## src/rtl/mfmt_pkg.sv

```systemverilog
// Shared types and constants for the motor feedback multi-turn tracker.
// Used by mfmt_unwrap, mfmt_scale and motor_feedback_multiturn_tracker_top.
// No dependencies.
package mfmt_pkg;

	// Configuration register indexes
	typedef enum logic [1:0] {
		REG_BIAS_OFFSET  = 2'd0,
		REG_TORQUE_CONST = 2'd1,
		REG_MOTOR_SERIES = 2'd2
	} reg_idx_t;

	localparam logic [23:0] TORQUE_CONST_RST = 24'd43583;

	// Position unwrap
	localparam logic signed [17:0] HALF_TURN  = 18'sd32768;
	localparam logic signed [17:0] FULL_TURN  = 18'sd65536;
	localparam int                 BIAS_WINDOW = 32700;

	// Frame counter limits
	localparam logic [3:0] FRAME_SAT       = 4'd11;
	localparam logic [3:0] BIAS_LOAD_LAST  = 4'd2;
	localparam logic [3:0] BIAS_TRACK_LAST = 4'd10;

	// Truncating divide of (|speed| * 256) by 6 and by 36 through exact reciprocals:
	// floor(m*256/d) = (m * ceil(2^k/d)) >> (k-8) for all 16-bit m.
	localparam logic [23:0] RECIP_DIV6   = 24'd11184811;  // ceil(2^26/6)
	localparam int          DIV6_SHIFT   = 18;
	localparam logic [23:0] RECIP_DIV36  = 24'd14913081;  // ceil(2^29/36)
	localparam int          DIV36_SHIFT  = 21;

	typedef struct packed {
		logic [15:0] bias_offset;
		logic [23:0] torque_gain;
		logic        motor_series;
	} cfg_t;

	typedef struct packed {
		logic signed [16:0] step_counts;
		logic signed [31:0] turn_count;
		logic signed [47:0] multiturn_position;
		logic signed [47:0] angle_counts;
	} unwrap_res_t;

	typedef struct packed {
		logic signed [23:0] speed_q8;
		logic signed [21:0] rpm_q8;
		logic signed [39:0] torque_q24;
	} scale_res_t;

endpackage

```

## src/rtl/mfmt_unwrap.sv

```systemverilog
// Position unwrap, turn counting and start-up bias tracking.
// Holds the per-stream state; updates it on each advanced item.
// Depends on mfmt_pkg.
module mfmt_unwrap (
	input  logic                 clk,
	input  logic                 arst_n,
	input  logic                 advance,
	input  logic [15:0]          position,
	input  mfmt_pkg::cfg_t       cfg,
	output mfmt_pkg::unwrap_res_t res
);

	localparam logic signed [48:0] GapLim = 49'(mfmt_pkg::BIAS_WINDOW);

	logic [3:0]         fc_q, fc_next;
	logic [15:0]        prev_q;
	logic [31:0]        turns_q, turns_next;
	logic signed [17:0] bias_q, bias_cur, bias_next, bias_hi, bias_lo, offs;
	logic signed [17:0] diff;
	logic signed [16:0] step;
	logic [47:0]        mt;
	logic signed [48:0] gap;

	always_comb begin
		fc_next  = (fc_q < mfmt_pkg::FRAME_SAT) ? fc_q + 4'd1 : fc_q;
		offs     = $signed({2'b00, cfg.bias_offset});
		bias_cur = (fc_next <= mfmt_pkg::BIAS_LOAD_LAST) ? offs : bias_q;

		diff = $signed({2'b00, position}) - $signed({2'b00, prev_q});
		if (diff < -mfmt_pkg::HALF_TURN) begin
			turns_next = turns_q + 32'd1;
			step       = 17'(diff + mfmt_pkg::FULL_TURN);
		end else if (diff > mfmt_pkg::HALF_TURN) begin
			turns_next = turns_q - 32'd1;
			step       = 17'(diff - mfmt_pkg::FULL_TURN);
		end else begin
			turns_next = turns_q;
			step       = 17'(diff);
		end

		mt  = {turns_next, position};
		gap = $signed({{31{bias_cur[17]}}, bias_cur}) - $signed({mt[47], mt});

		bias_hi   = offs + mfmt_pkg::FULL_TURN;
		bias_lo   = offs - mfmt_pkg::FULL_TURN;
		bias_next = bias_cur;
		// set the bias one turn above or below the offset, toward the multi-turn position
		if (fc_next <= mfmt_pkg::BIAS_TRACK_LAST) begin
			if (gap < -GapLim)
				bias_next = bias_hi;
			else if (gap > GapLim)
				bias_next = bias_lo;
		end

		res.step_counts        = step;
		res.turn_count         = $signed(turns_next);
		res.multiturn_position = $signed(mt);
		res.angle_counts       = $signed(mt - {{30{bias_cur[17]}}, bias_cur});
	end

	always_ff @(posedge clk or negedge arst_n) begin
		if (!arst_n) begin
			fc_q    <= '0;
			prev_q  <= '0;
			turns_q <= '0;
			bias_q  <= '0;
		end else if (advance) begin
			fc_q    <= fc_next;
			prev_q  <= position;
			turns_q <= turns_next;
			bias_q  <= bias_next;
		end
	end

endmodule

```

## src/rtl/mfmt_scale.sv

```systemverilog
// Speed, rpm and torque scaling in fixed point.
// Divides by 6 and 36 through reciprocal multipliers; no state.
// Depends on mfmt_pkg.
module mfmt_scale (
	input  logic signed [15:0]  speed,
	input  logic signed [15:0]  current,
	input  mfmt_pkg::cfg_t      cfg,
	output mfmt_pkg::scale_res_t res
);

	logic [15:0] speed_u, spd_abs;
	logic [39:0] prod6, prod36;
	logic [20:0] q6;
	logic [17:0] q36;
	logic [23:0] spd_mag;
	logic [20:0] rpm_mag;
	logic [21:0] rpm_ext;
	logic signed [40:0] torque_full;

	always_comb begin
		speed_u = $unsigned(speed);
		spd_abs = speed[15] ? (~speed_u + 16'd1) : speed_u;

		prod6  = {24'd0, spd_abs} * {16'd0, mfmt_pkg::RECIP_DIV6};
		prod36 = {24'd0, spd_abs} * {16'd0, mfmt_pkg::RECIP_DIV36};
		q6     = prod6[mfmt_pkg::DIV6_SHIFT +: 21];
		q36    = prod36[mfmt_pkg::DIV36_SHIFT +: 18];

		// series 1 takes one extra divide by six on both outputs
		spd_mag = cfg.motor_series ? {3'd0, q6} : {spd_abs, 8'd0};
		rpm_mag = cfg.motor_series ? {3'd0, q36} : q6;
		rpm_ext = {1'b0, rpm_mag};

		res.speed_q8 = speed[15] ? $signed(~spd_mag + 24'd1) : $signed(spd_mag);
		res.rpm_q8   = speed[15] ? $signed(~rpm_ext + 22'd1) : $signed(rpm_ext);

		torque_full    = current * $signed({1'b0, cfg.torque_gain});
		res.torque_q24 = torque_full[39:0];
	end

endmodule

```

## src/rtl/motor_feedback_multiturn_tracker_top.sv

```systemverilog
// Motor feedback multi-turn tracker, top level.
// Instantiates mfmt_unwrap and mfmt_scale; depends on mfmt_pkg.
//
// Takes one decoded feedback frame per cycle while out_ready is high and returns
// one result item per frame: frame fields land in an input register, the
// unwrap/bias update and the three reciprocal/torque multipliers work from that
// register, and the result register holds the item until it is taken.
// The turn count, previous position and bias update in the same cycle the item
// moves into the result register, so consecutive frames follow back to back.
// The input side keeps accepting while a result waits, up to one item held in
// each register. Configuration writes are always ready; write them only while
// no frame is in flight. Writes to an index past motor_series are dropped.
module motor_feedback_multiturn_tracker_top (
	input  logic               clk,
	input  logic               arst_n,

	input  logic               in_valid,
	output logic               in_ready,
	input  logic [15:0]        position_raw,
	input  logic signed [15:0] speed_raw,
	input  logic signed [15:0] current_raw,
	input  logic [7:0]         temperature_raw,

	output logic               out_valid,
	input  logic               out_ready,
	output logic signed [16:0] step_counts,
	output logic signed [31:0] turn_count,
	output logic signed [47:0] multiturn_position,
	output logic signed [47:0] angle_counts,
	output logic signed [23:0] speed_q8,
	output logic signed [21:0] rpm_q8,
	output logic signed [39:0] torque_q24,
	output logic [7:0]         temperature,

	input  logic               cfg_valid,
	output logic               cfg_ready,
	input  logic [1:0]         cfg_index,
	input  logic [23:0]        cfg_data
);

	mfmt_pkg::cfg_t        cfg_q;
	mfmt_pkg::unwrap_res_t unw;
	mfmt_pkg::scale_res_t  scl;

	logic               valid_s1, valid_s2, adv;
	logic [15:0]        pos_s1;
	logic signed [15:0] speed_s1, current_s1;
	logic [7:0]         temp_s1;

	assign cfg_ready = 1'b1;
	assign adv       = valid_s1 && (!valid_s2 || out_ready);
	assign in_ready  = !valid_s1 || adv;
	assign out_valid = valid_s2;

	always_ff @(posedge clk or negedge arst_n) begin
		if (!arst_n) begin
			cfg_q.bias_offset  <= '0;
			cfg_q.torque_gain  <= mfmt_pkg::TORQUE_CONST_RST;
			cfg_q.motor_series <= 1'b0;
		end else if (cfg_valid) begin
			unique case (mfmt_pkg::reg_idx_t'(cfg_index))
				mfmt_pkg::REG_BIAS_OFFSET:  cfg_q.bias_offset  <= cfg_data[15:0];
				mfmt_pkg::REG_TORQUE_CONST: cfg_q.torque_gain  <= cfg_data;
				mfmt_pkg::REG_MOTOR_SERIES: cfg_q.motor_series <= cfg_data[0];
				default: ;
			endcase
		end
	end

	// input register
	always_ff @(posedge clk or negedge arst_n) begin
		if (!arst_n)
			valid_s1 <= 1'b0;
		else if (in_ready)
			valid_s1 <= in_valid;
	end

	always_ff @(posedge clk) begin
		if (in_valid && in_ready) begin
			pos_s1     <= position_raw;
			speed_s1   <= speed_raw;
			current_s1 <= current_raw;
			temp_s1    <= temperature_raw;
		end
	end

	mfmt_unwrap u_unwrap (
		.clk      (clk),
		.arst_n   (arst_n),
		.advance  (adv),
		.position (pos_s1),
		.cfg      (cfg_q),
		.res      (unw)
	);

	mfmt_scale u_scale (
		.speed   (speed_s1),
		.current (current_s1),
		.cfg     (cfg_q),
		.res     (scl)
	);

	// result register
	always_ff @(posedge clk or negedge arst_n) begin
		if (!arst_n)
			valid_s2 <= 1'b0;
		else if (adv)
			valid_s2 <= 1'b1;
		else if (out_ready)
			valid_s2 <= 1'b0;
	end

	always_ff @(posedge clk) begin
		if (adv) begin
			step_counts        <= unw.step_counts;
			turn_count         <= unw.turn_count;
			multiturn_position <= unw.multiturn_position;
			angle_counts       <= unw.angle_counts;
			speed_q8           <= scl.speed_q8;
			rpm_q8             <= scl.rpm_q8;
			torque_q24         <= scl.torque_q24;
			temperature        <= temp_s1;
		end
	end

endmodule

```

## config.mk

```make
export PLATFORM = sky130hd
export DESIGN_NAME = motor_feedback_multiturn_tracker_top
export DESIGN_NICKNAME = d
export VERILOG_FILES = /design/src/rtl/mfmt_pkg.sv /design/src/rtl/mfmt_unwrap.sv /design/src/rtl/mfmt_scale.sv /design/src/rtl/motor_feedback_multiturn_tracker_top.sv
export SDC_FILE = /design/constraint.sdc
export NUM_CORES = 2
export LEC_CHECK = 0
export BUFFER_PORTS_ARGS = -buffer_cell sky130_fd_sc_hd__buf_2
export CORE_MARGIN = 2
export CORE_UTILIZATION = 30
export DETAILED_ROUTE_END_ITERATION = 8
export PLACE_DENSITY = 0.45
export SKIP_LAST_GASP = 1
export SLEW_MARGIN = 40
export SYNTH_ARGS = -nofsm -noshare
export SYNTH_HDL_FRONTEND = slang
export SYNTH_SLANG_ARGS = --single-unit
```

## constraint.sdc

```tcl
create_clock -name clk -period 10.4 [get_ports clk]
set_input_delay 0.52 -clock clk [delete_from_list [all_inputs] [get_ports clk]]
set_output_delay 0.52 -clock clk [all_outputs]
set_load 0.1 [all_outputs]
```

==> metrics <==
status=complete, no violations; Sink Count=376; final core utilization=34.6%; ratio of cells with drive above 1 in the final layout=13.2%; met3 wire length=5410 um; drt drc=0; initial antenna violation count=10; post-layout net count=5723; synthesized cell area=0.0430 mm2; H-tree levels=2; final antenna-violating net count=0; DIE AREA=0.146 mm2; Crit path arrival time=10270 ps; Final Setup Violations=0; IO Count=329; Congestion Overflow GR=0; clock latency on the worst-skew pair=680 ps; synth warn=0; Die Wd=383 um; vias per inst=4.74; Setup crit end kind=register; CTS tree=yes; fin crit period=9770 ps; synth top area cells=fa_1 22%, edfxtp_1 18%, ha_1 14%, inv_1 6.7%, dfrtp_1 6.0%; Mapped Avg Cell Area=9.82 um2; hold path depth=1; GPL Wtd Cong=0.863; metal2 WL=59100 um; XOR/XNOR share of the synthesized area=5.27%; Post-Synth Simple-Gate Area=12.6%; Max-Cap Viols=0; first-pass GRT wire length=200000 um; R2R setup slack=630 ps; clk buf depth=3; dpl hpwl=104000 um; main combinational cell family by area after synthesis=adder cells; area delta synth->final=14.0%; kind of critical path=register to register; IO Port Bufs=327; R2R depth=29; CP max FO=6; WL final=129000 um; site row count=138; Final Hold Vio Count=0; Critical Path Source Type=register; Placeable Area=0.142 mm2; First-pass DRT Iterations=7; Post-synth ARST share=30.1%; Reg clk slew, reported paths=60 ps; Syn Nets=5424; HP Class=input pin to register; Initial Util=30.3%; clk root buf=clkbuf_16; post-synthesis adder-cell area fraction=36.0%; CTS buffer count=53; leading area contributor after synthesis=fa_1; post-synth top area share=21.9%; Seq cells post-synth=376; detailed-route via count=31.4k; Worst slew margin=43.5%; Final Max Tran Viols=0; uppermost layer routed=met5; vias in the first global route=32.6k; initial DRC count=1717; Crit path required time=10900 ps; met1 wire length=61800 um; largest net degree at the start of global routing=101; maximum clock rate=102 MHz; post-synthesis compound-gate area fraction=10.2%; Max stage delay cell, worst path=fa_1; Yosys cell types=104; sequential fraction of the synthesis area=25.0%; crit-path most repeated cell=inv_1; Top FF cell, synth=edfxtp_1; Setup Buffers After CTS=0; Largest stage delay, worst path=740 ps; Die Y=383 um; Final Skew=34.4 ps; mux contribution to synthesized area=2.39%; synthesized instance count=4382; worst-margin pin slew=847 ps; Final Cycle Share=94.0%; routed len/inst=19.5 um; Total Routing Usage GR=17.7%; EDFF count, synth=263
-- final timing paths --
kind                               startpoint              endpoint
setup reg to reg                  speed_s1[5]          speed_q8[23]
setup / recovery                  speed_s1[5]          speed_q8[23]
hold / removal             temperature_raw[0]            temp_s1[0]
hold reg to reg                    temp_s1[5]        temperature[5]
min in group asynchronous              arst_n             cfg_q[33]
max in group asynchronous              arst_n  u_unwrap.turns_q[25]
-- layer usage --
| metal | vias up | track usage (%) |
|---|---|---|
| met3 | 109 | 2.29 |
| met2 | 597 | 28.6 |
| li1 | 15000 | - |
| met1 | 15600 | 25.3 |
| met5 | - | 0 |
| met4 | 4 | 3.78 |
-- cell usage after synthesis (19+ instances only) --
library cell / n
buf_4: 33
nor2_1: 154
or2_2: 21
nand3_1: 61
o31ai_1: 20
edfxtp_1: 263
nand2b_1: 62
a21oi_1: 170
nor2b_1: 24
inv_1: 766
clkbuf_1: 139
dfrtp_1: 103
mux2i_1: 30
and3_1: 24
nand4_1: 32
nor4_1: 19
xnor2_1: 169
o21a_1: 21
a21o_1: 83
o21bai_1: 38
ha_1: 484
fa_1: 471
o21ai_0: 144
nor3_1: 54
mux2_2: 50
nand2_1: 419
a31oi_1: 25
and2_1: 145
xor2_1: 90
-- worst max-delay path, delay by kind of cell (launching register included) --
| family | cells | cell delay [ps] |
|---|---|---|
| fa+ha+maj | 7 | 3310 |
| simple gates | 8 | 3030 |
| compound gates | 8 | 2130 |
| buf+inv | 5 | 550 |
| flops | 1 | 420 |
| xor+xnor | 1 | 140 |
-- placed cells by master (no fill, tap or decap), types with 144 or more instances in the layout --
cell	count
a21oi_1	170
and2_1	144
buf_2	327
edfxtp_1	263
fa_1	471
ha_1	484
inv_1	766
nand2_1	418
nor2_1	154
xnor2_1	167
-- kinds of logic after synthesis --
| group | count (synthesis) |
|---|---|
| simple gates | 1093 |
| other cells | 1 |
| xor+xnor | 259 |
| fa+ha+maj | 955 |
| buf+inv | 948 |
| mux | 91 |
| compound gates | 659 |
| flops | 376 |
-- layout make-up --
type	instances	area [um2]
fillers	14700	92900
multi-input cells	3058	28600
flip-flops and latches	376	10700
inverters	768	2890
repair buffers	424	2510
well taps	1890	2360
clock buffers	57	1360
clock inverters	43	518
diodes	3	7.51
-- flip-flops by register name (all words and copies together), names as in the netlist, 4 cells and up --
signal	cells
u_unwrap.fc_q	4
u_unwrap.turns_q	32
pos_s1	16
cfg_q	41
rpm_q8	22
current_s1	16
temp_s1	8
speed_q8	24
temperature	8
multiturn_position	16
torque_q24	40
u_unwrap.prev_q	16
speed_s1	16
step_counts	17
angle_counts	48
turn_count	32
u_unwrap.bias_q	18
-- stage by stage --
| step | cells | area [um2] | setup slack [ps] | TNS [ps] | hold WS [ps] |
|---|---|---|---|---|---|
| final | 6619 | 49000 | 627 | 0 | 63.5 |
| after global routing | 6616 | 49000 | -0.451 | -0.451 | 4.54 |
| after CTS | 6613 | 49000 | 522 | 0 | 3.13 |
| after detailed placement | 6482 | 46800 | 580 | 0 | 410 |
| after global placement | 6475 | 46700 | 630 | 0 | 407 |
| after floorplan | 4382 | 43000 | 1110 | 0 | 224 |
-- timing repair --
item                       4_1_cts  5_1_grt
gates resized for setup          0        3
setup endpoints to repair        0        4
hold endpoints to repair        75        2
hold buffers                    31        2
Power is not shown: default switching activity piles up to over one toggle a cycle in this logic, so the estimate is an artifact.
